$ cat config.mk
export PLATFORM = sky130hd
export DESIGN_NAME = rau_ctrl
export DESIGN_NICKNAME = d
export VERILOG_FILES = /design/src/design/rau_pkg.sv /design/src/design/rau_ctrl.sv
export SDC_FILE = /design/constraint.sdc
export NUM_CORES = 1
export LEC_CHECK = 0
export ABC_CLOCK_PERIOD_IN_PS = 1900
export BUFFER_PORTS_ARGS = -buffer_cell sky130_fd_sc_hd__buf_2
export CAP_MARGIN = 0
export CORE_AREA = 2 2 39 41
export CTS_BUF_LIST = sky130_fd_sc_hd__clkbuf_2 sky130_fd_sc_hd__clkbuf_4 sky130_fd_sc_hd__clkbuf_8
export DETAILED_ROUTE_END_ITERATION = 10
export DIE_AREA = 0 0 41 43
export GPL_TIMING_DRIVEN = 0
export PLACE_DENSITY = 0.47
export SETUP_SLACK_MARGIN = 0.2
export SYNTH_ARGS = -nofsm -noshare
export SYNTH_HDL_FRONTEND = slang
export SYNTH_SLANG_ARGS = --single-unit
$ cat constraint.sdc
create_clock -name clk -period 1.9 [get_ports clk]
set_clock_uncertainty 0.2 [all_clocks]
set_input_delay 0.38 -clock clk [delete_from_list [all_inputs] [get_ports clk]]
set_output_delay 0.38 -clock clk [all_outputs]
set_load 0.05 [all_outputs]
$ cat src/design/rau_pkg.sv
// ----------------------------------------------------------------------------
// Rational arithmetic unit package
// Shared types and codes for the controller and the datapath.
// ----------------------------------------------------------------------------
package rau_pkg;

  localparam logic [1:0] OP_ADD = 2'd0;
  localparam logic [1:0] OP_SUB = 2'd1;
  localparam logic [1:0] OP_MUL = 2'd2;
  localparam logic [1:0] OP_DIV = 2'd3;

  localparam logic [1:0] ST_OK       = 2'd0;
  localparam logic [1:0] ST_OVERFLOW = 2'd1;
  localparam logic [1:0] ST_ZERO_DEN = 2'd2;

  // Commands from the controller to the datapath.
  typedef struct packed {
    logic load;      // capture operands and run the entry checks
    logic mul;       // form the cross products
    logic sum;       // combine the products into numerator and denominator
    logic gcd_init;  // start the gcd on the magnitudes
    logic gcd_step;  // one binary gcd step
    logic div_init;  // start the two divisions by the gcd
    logic div_step;  // one quotient bit of both divisions
    logic finish;    // apply the sign and the final range checks
  } rau_cmd_t;

  // Status from the datapath to the controller.
  typedef struct packed {
    logic err;       // an error status is already known
    logic zero_num;  // the numerator is zero, no reduction needed
    logic gcd_done;  // the gcd has converged
    logic div_done;  // the divisions have produced all quotient bits
  } rau_stat_t;

endpackage

$ cat src/design/rau_ctrl.sv
// ----------------------------------------------------------------------------
// Rational arithmetic unit controller
// Sequences load, products, gcd and divisions, and raises the result strobe.
// ----------------------------------------------------------------------------
module rau_ctrl (
  input  logic               clk,
  input  logic               rst,
  input  logic               start,
  input  rau_pkg::rau_stat_t stat,
  output rau_pkg::rau_cmd_t  cmd,
  output logic               busy,
  output logic               done
);
  import rau_pkg::*;

  localparam logic [2:0] S_IDLE = 3'd0;
  localparam logic [2:0] S_MUL  = 3'd1;
  localparam logic [2:0] S_SUM  = 3'd2;
  localparam logic [2:0] S_GCD  = 3'd3;
  localparam logic [2:0] S_DIV  = 3'd4;
  localparam logic [2:0] S_FIN  = 3'd5;
  localparam logic [2:0] S_OUT  = 3'd6;

  logic [2:0] state;
  logic [2:0] state_next;

  always_comb begin
    cmd        = '0;
    state_next = state;
    case (state)
      S_IDLE: begin
        if (start) begin
          cmd.load   = 1'b1;
          state_next = S_MUL;
        end
      end
      S_MUL: begin
        cmd.mul    = 1'b1;
        state_next = S_SUM;
      end
      S_SUM: begin
        cmd.sum    = 1'b1;
        state_next = S_GCD;
      end
      S_GCD: begin
        if (stat.err || stat.zero_num) begin
          state_next = S_FIN;
        end else begin
          // The dividends do not depend on the gcd, so the divider is armed
          // together with the gcd; the divisor is only read once it converged.
          cmd.gcd_init = 1'b1;
          cmd.div_init = 1'b1;
          state_next   = S_DIV;
        end
      end
      S_DIV: begin
        // Gcd steps run first; once converged the divisions are started.
        if (!stat.gcd_done) begin
          cmd.gcd_step = 1'b1;
        end else if (!stat.div_done) begin
          cmd.div_step = 1'b1;
        end else begin
          state_next = S_FIN;
        end
      end
      S_FIN: begin
        cmd.finish = 1'b1;
        state_next = S_OUT;
      end
      S_OUT: begin
        state_next = S_IDLE;
      end
      default: begin
        state_next = S_IDLE;
      end
    endcase
  end

  always_ff @(posedge clk) begin
    if (rst) begin
      state <= S_IDLE;
    end else begin
      state <= state_next;
    end
  end

  assign busy = (state != S_IDLE);
  assign done = (state == S_OUT);

endmodule

==> results of run 1 <==
==> power by group through the flow <==
stage,Combinational [mW],Clock (mW),Sequential (mW)
floorplan,0.155,0,0.0964
global placement,0.188,0,0.102
detailed placement,0.189,0,0.102
CTS,0.226,0.131,0.0950
global route,0.262,0.138,0.100
finish,0.248,0.124,0.0963
==> layer usage <==
| layer | share of wire [%] | track usage, % |
|---|---|---|
| met4 | 1.8 | 10.0 |
| met1 | 36 | 9.06 |
| met2 | 54 | 12.8 |
| met5 | 0 | 0 |
| met3 | 7.9 | 3.66 |
==> repair_timing <==
item,4_1_cts,5_1_grt
pin swaps,2,1
setup buffers,5,0
resized for setup,12,13
endpoints found under the setup margin,9,9
==> worst min path at each step <==
stage	to	from	slack (ns)
6_report	state[1]	rst	0.15
2_1_floorplan	state[1]	rst	0.24
3_5_place_dp	state[1]	rst	0.39
4_1_cts	state[1]	rst	0.14
5_1_grt	state[1]	rst	0.14
3_3_place_gp	state[1]	rst	0.39
==> critical path: cells and delay by family, from the launching register on <==
| kind | cells | cell delay, ns |
|---|---|---|
| buffers and inverters | 1 | 0.15 |
| AND/OR/NAND/NOR | 2 | 0.50 |
| flip-flops | 1 | 0.36 |
==> cells in the final DEF, fill, tap and decap left out, drive strengths merged <==
cell | synthesis | final
buf | 1 | 22
nor2 | 6 | 6
clkbuf | 0 | 4
dfxtp | 3 | 3
nor3 | 3 | 3
nand2b | 2 | 2
inv | 2 | 2
or3 | 1 | 1
nor4b | 1 | 1
nor4 | 1 | 1
and3 | 1 | 1
nand3 | 1 | 1
o21ai | 1 | 1
a211oi | 1 | 1
a21o | 1 | 1
mux2 | 1 | 1
o21a | 1 | 1
==> cell usage after synthesis <==
master and n:
nand2b_4 2, a21o_1 1, and3_2 1, inv_1 1, inv_2 1, buf_4 1, nor4_1 1, mux2_4 1
dfxtp_1 3, a211oi_1 1, nand3_1 1, nor4b_1 1, or3_4 1, o21ai_0 1, nor2_1 5, o21a_1 1
nor3_1 3, nor2_2 1
==> through the flow <==
stage	util (%)	worst slack [ns]	instance area (sq um)
global placement	27.8	0.151	384
detailed placement	27.8	0.144	384
global route	37.9	0.0299	524
CTS	35.1	0.0719	485
floorplan	-	-0.0212	284
finish	37.9	0.0800	524
==> logic make-up (layout without fill, tap and decap cells) <==
| logic type | after synthesis | count (layout) |
|---|---|---|
| AOI/OAI and AO/OA | 4 | 4 |
| buffers and inverters | 3 | 28 |
| DFF | 3 | 3 |
| muxes | 1 | 1 |
| and+or+nand+nor | 16 | 16 |
==> final cells by class <==
class | count | area, sq um
buffer | 1 | 11.3
clock buffer | 4 | 30.0
fill | 138 | 860
inverter | 2 | 10.0
multi-input combinational | 21 | 209
sequential | 3 | 71.3
tap | 16 | 20.0
timing repair buffer | 21 | 173
==> impl_metrics.csv, run 1 <==
group,metric,value,unit
clocking,cts_buffers,3,
synthesis,synth.avg_cell_area,8.30,sq um
final_layout,nNetsFinal,60,
synthesis,ys_warn_count,0,
sta,drv_slew,0,
drt,drtAntennaViolNets,0,
sta,maxSlewHeadroom,83.5,%
worst_setup_path,end_kind,"output pin",
clocking,cts.clk_slew.worst_paths,0.04,ns
clocking,htree_levels,1,
synthesis,synth_top_area_share,26.8,%
final_layout,instances_no_fill,68,
drt,wl_per_cell,9.09,um
worst_setup_path,crit_path_start,"state[0]",
drt,viasPerCell,4.34,
worst_setup_path,cp.arrival,1.24,ns
final_layout,largest_reg_flops,3,
synthesis,yosys.area_share.simple,47.5,%
sta,tightest_slew,0.246,ns
final_layout,top_regs,"state: 3 flops",
power,p_sw,0.193,mW
global_routing,grt_pass1_vias,243,
worst_setup_path,crit_required,1.32,ns
power,pwr-share-comb,52.9,%
synthesis,synth_seq_cells,3,
worst_setup_path,path_cells,"or3_4, nor2_4, buf_8",
drt,vias,295,
place,dp_hpwl,481,um
clocking,clkLatencyLatePin,0.23,ns
clocking,cts_hold_buffers,0,
worst_setup_path,reg2reg_from,"state[2]",
power,seqPwrFrac,20.6,%
final_layout,drive_gt1_share,78.8,%
drt,drcViolationCount,0,
worst_setup_path,rr_worst_depth,3,
run_status,status,"finished clean",
die,initial_core_util,16.2,%
synthesis,synthXorXnorAreaFrac,0,%
synthesis,ys_types,18,
final_layout,antenna_cells,0,
synthesis,yosysSeqAreaShare,26.8,%
power,total_power,0.468,mW
die,core-area,1380,sq um
global_routing,grt_pass1_wl,1010,um
sta,whs,0.147,ns
global_routing,grt_max_degree,7,
clocking,cts_sinks,3,
sta,finalCritPeriodShare,95.8,%
worst_setup_path,slowest_delay,0.40,ns
global_routing,overflow,0,
flow_run,maxCapViolCount,0,
sta,finalSetupViolCount,0,
sta,rsz0062_at_grt,"true",
drt,drtPass1Iterations,2,
synthesis,synth_compound_gate_area_share,12.3,%
die,io_pins,17,
sta,finalHoldViolCount,0,
synthesis,synth_fa_ha_area_share,0,%
power,p_leak,0.237,nW
worst_setup_path,start_kind,"flop",
global_routing,grtUsageTotal,9.15,%
min_path,min_delay_path_depth,2,
sta,timing.fmax,0.549,GHz
power,ir_worst_vdd,0.000272,V
power,power_density,894,nW/um^2
place,gp_congestion,0.716,
drt,first_iter_violations,2,
min_path,hold_path.class,"in2reg",
final_layout,regMostFlops,"state",
clocking,cts_tree,"yes",
power,pwr-share-clk,26.5,%
drt,routed_wl,618,um
final_layout,syn_to_final_growth,134,%
power,swShare,41.1,%
worst_setup_path,path_class,"reg2out",
die,die-height,43,um
synthesis,synth.area.mux_share,6.70,%
place,place_inst,59,
synthesis,synth.largest_area_cell,"dfxtp_1",
global_routing,antenna_found_initial,0,
worst_setup_path,endpoint,"cmd[7]",
clocking,cts_buffer_depth,2,
die,die-area,1760,sq um
synthesis,syn_nets,34,
place,io_buffers,16,
clocking,root_buffer,"clkbuf_4",
synthesis,synth_top_family_by_area,"simple AND/OR/NAND/NOR gates",
synthesis,syn_area,224,sq um
worst_setup_path,reg2reg_slack,0.78,ns
sta,tns,0,ns
synthesis,synthTopCellsByArea,"dfxtp_1 (27%), nand2b_4 (12%), nor2_1 (8.4%)",
die,row_count,14,
sta,min_period,1.82,ns
worst_setup_path,path_max_fanout,5,
worst_setup_path,slowest_stage,"or3_4",
die,fp.dieW,41,um
synthesis,netlist_instances,27,
worst_setup_path,worst_r2r_endpoint,"state[0]",
power,intPower,0.276,mW
Power figures use the tool's default switching activity.
==> inputs of run 2 (changes only) <==
CELL_PAD_IN_SITES_DETAIL_PLACEMENT = 1   (was default)
CELL_PAD_IN_SITES_GLOBAL_PLACEMENT = 2   (was default)
PLACE_DENSITY = 0.76   (was 0.47)
==> run 2 against run 1 <==
Via count shrank 2.4%. Non-clock buffer count is the same. Maximum frequency fell by 0.84%. Final area decreased by 0.48%. Sequential power is 3.6% lower. Hold slack worse by 0.00082 ns. Critical path depth stayed put. Largest cell class unchanged. Largest power group unchanged.
==> impl_metrics.csv, run 2 (synthesis results as in run 1) <==
group,metric,value,unit
power,power_density,932,nW/um^2
global_routing,antenna_found_initial,0,
power,ir_worst_vdd,0.000350,V
place,gp_congestion,0.681,
worst_setup_path,path_max_fanout,5,
die,die-height,43,um
drt,routed_wl,715,um
global_routing,grt_util_met2,15.0,%
drt,wl_per_cell,10.5,um
worst_setup_path,start_kind,"flop",
clocking,cts_buffers,3,
place,dp_hpwl,524,um
global_routing,overflow,0,
drt,drtPass1Iterations,1,
die,fp.dieW,41,um
global_routing,grt_use_met1,9.27,%
drt,first_iter_violations,0,
final_layout,layout_commonest_cell,"buf_4",
place,io_buffers,16,
clocking,cts_tree,"yes",
drt,drtAntennaViolNets,0,
global_routing,grt_pass1_vias,291,
clocking,root_buffer,"clkbuf_4",
run_status,status,"finished clean",
worst_setup_path,crit_required,1.32,ns
sta,drv_slew,0,
clocking,htree_levels,1,
global_routing,gr-max-usage-layer,"met4",
die,die-area,1760,sq um
global_routing,gr-usage-met3,4.71,%
die,io_pins,17,
power,p_leak,0.241,nW
min_path,hold_path.class,"in2reg",
final_layout,antenna_cells,0,
place,dp_slack,0.145,ns
sta,rsz0062_at_grt,"true",
clocking,cts.clk_slew.worst_paths,0.03,ns
sta,min_period,1.84,ns
worst_setup_path,end_kind,"output pin",
worst_setup_path,cp.arrival,1.26,ns
final_layout,drive_gt1_share,78.8,%
sta,finalHoldViolCount,0,
global_routing,grtUsageTotal,11.3,%
final_layout,final_cell_mix,"buf_4 (7), buf_6 (6), buf_2 (6)",
clocking,cts_hold_buffers,0,
clocking,cts_buffer_depth,2,
sta,tns,0,ns
drt,viasPerCell,4.24,
global_routing,grt_max_degree,8,
clocking,clkLatencyLatePin,0.23,ns
final_layout,nNetsFinal,60,
die,row_count,14,
final_layout,syn_to_final_growth,133,%
final_layout,ff_latch_area,71.3,sq um
sta,finalSetupViolCount,0,
drt,vias,288,
global_routing,grt_pass1_wl,1140,um
drt,drcViolationCount,0,
final_layout,regMostFlops,"state",
final_layout,final.fill_count,158,
sta,tightest_slew,0.239,ns
clocking,cts_sinks,3,
sta,timing.fmax,0.545,GHz
final_layout,largest_reg_flops,3,
sta,maxSlewHeadroom,83.9,%
worst_setup_path,path_class,"reg2out",
final_layout,multiInputGateArea,203,sq um
final_layout,top_regs,"state: 3 flops",
die,initial_core_util,16.2,%
flow_run,maxCapViolCount,0,
sta,finalCritPeriodShare,96.6,%
sta,worst_slack,0.0646,ns
die,core-area,1380,sq um
==> run 2: changes by cell type in the layout (fill, tap and decap cells not counted), sizes merged <==
cell,delta
buf,-1
clkbuf,+1
==> run 2: worst max-delay path: stages (launching register included) <==
cell and delay, ns:
dfxtp_4 0.35, or3_4 0.42, nor2_4 0.10, buf_8 0.15
==> run 2: layout make-up <==
type | count | share of cell area [%]
timing repair buffer | 21 | 33.8
tap | 16 | 3.84
inverter | 2 | 1.92
buffer | 1 | 2.16
clock buffer | 4 | 5.76
multi-input combinational | 21 | 38.8
sequential | 3 | 13.7
==> run 2: layer usage <==
layer  share of wire, %  up-vias
met5                  0        -
met4                8.0        0
met3                4.8        4
met2                 50       12
met1                 38      126
li1                   -      146
==> run 2: per-stage QoR <==
| step | utilization (%) | cells | hold slack [ns] | power [mW] | cell area [sq um] |
|---|---|---|---|---|---|
| global placement | 27.8 | 59 | 0.388 | 0.291 | 384 |
| CTS | 35.1 | 68 | 0.140 | 0.462 | 485 |
| global route | 37.7 | 68 | 0.147 | 0.515 | 522 |
| finish | 37.7 | 68 | 0.147 | 0.486 | 522 |
| detailed placement | 27.8 | 59 | 0.393 | 0.293 | 384 |
| floorplan | - | 27 | 0.239 | 0.252 | 284 |
==> run 2: power breakdown <==
part           internal [mW]  switching, mW
registers             0.0757         0.0171
clock network         0.0928         0.0327
logic                  0.120          0.148
total                  0.288          0.198
==> run 2: final timing paths <==
path | slack [ns] | to | startpoint | cells past startpoint
setup / recovery | 0.06 | cmd[7] | state[1] | 3
hold / removal | 0.15 | state[1] | rst | 2
setup reg to reg | 0.77 | state[1] | state[2] | 3
hold reg to reg | 0.43 | state[2] | state[1] | 3
==> run 2: timing repair <==
| item | CTS | global route |
|---|---|---|
| gates resized for setup | 12 | 12 |
| setup buffers | 5 | 0 |
| pin swaps | 2 | 2 |
| setup endpoints to repair | 9 | 9 |
| endpoints found under the hold margin | 0 | 0 |
| cloned | 0 | 0 |
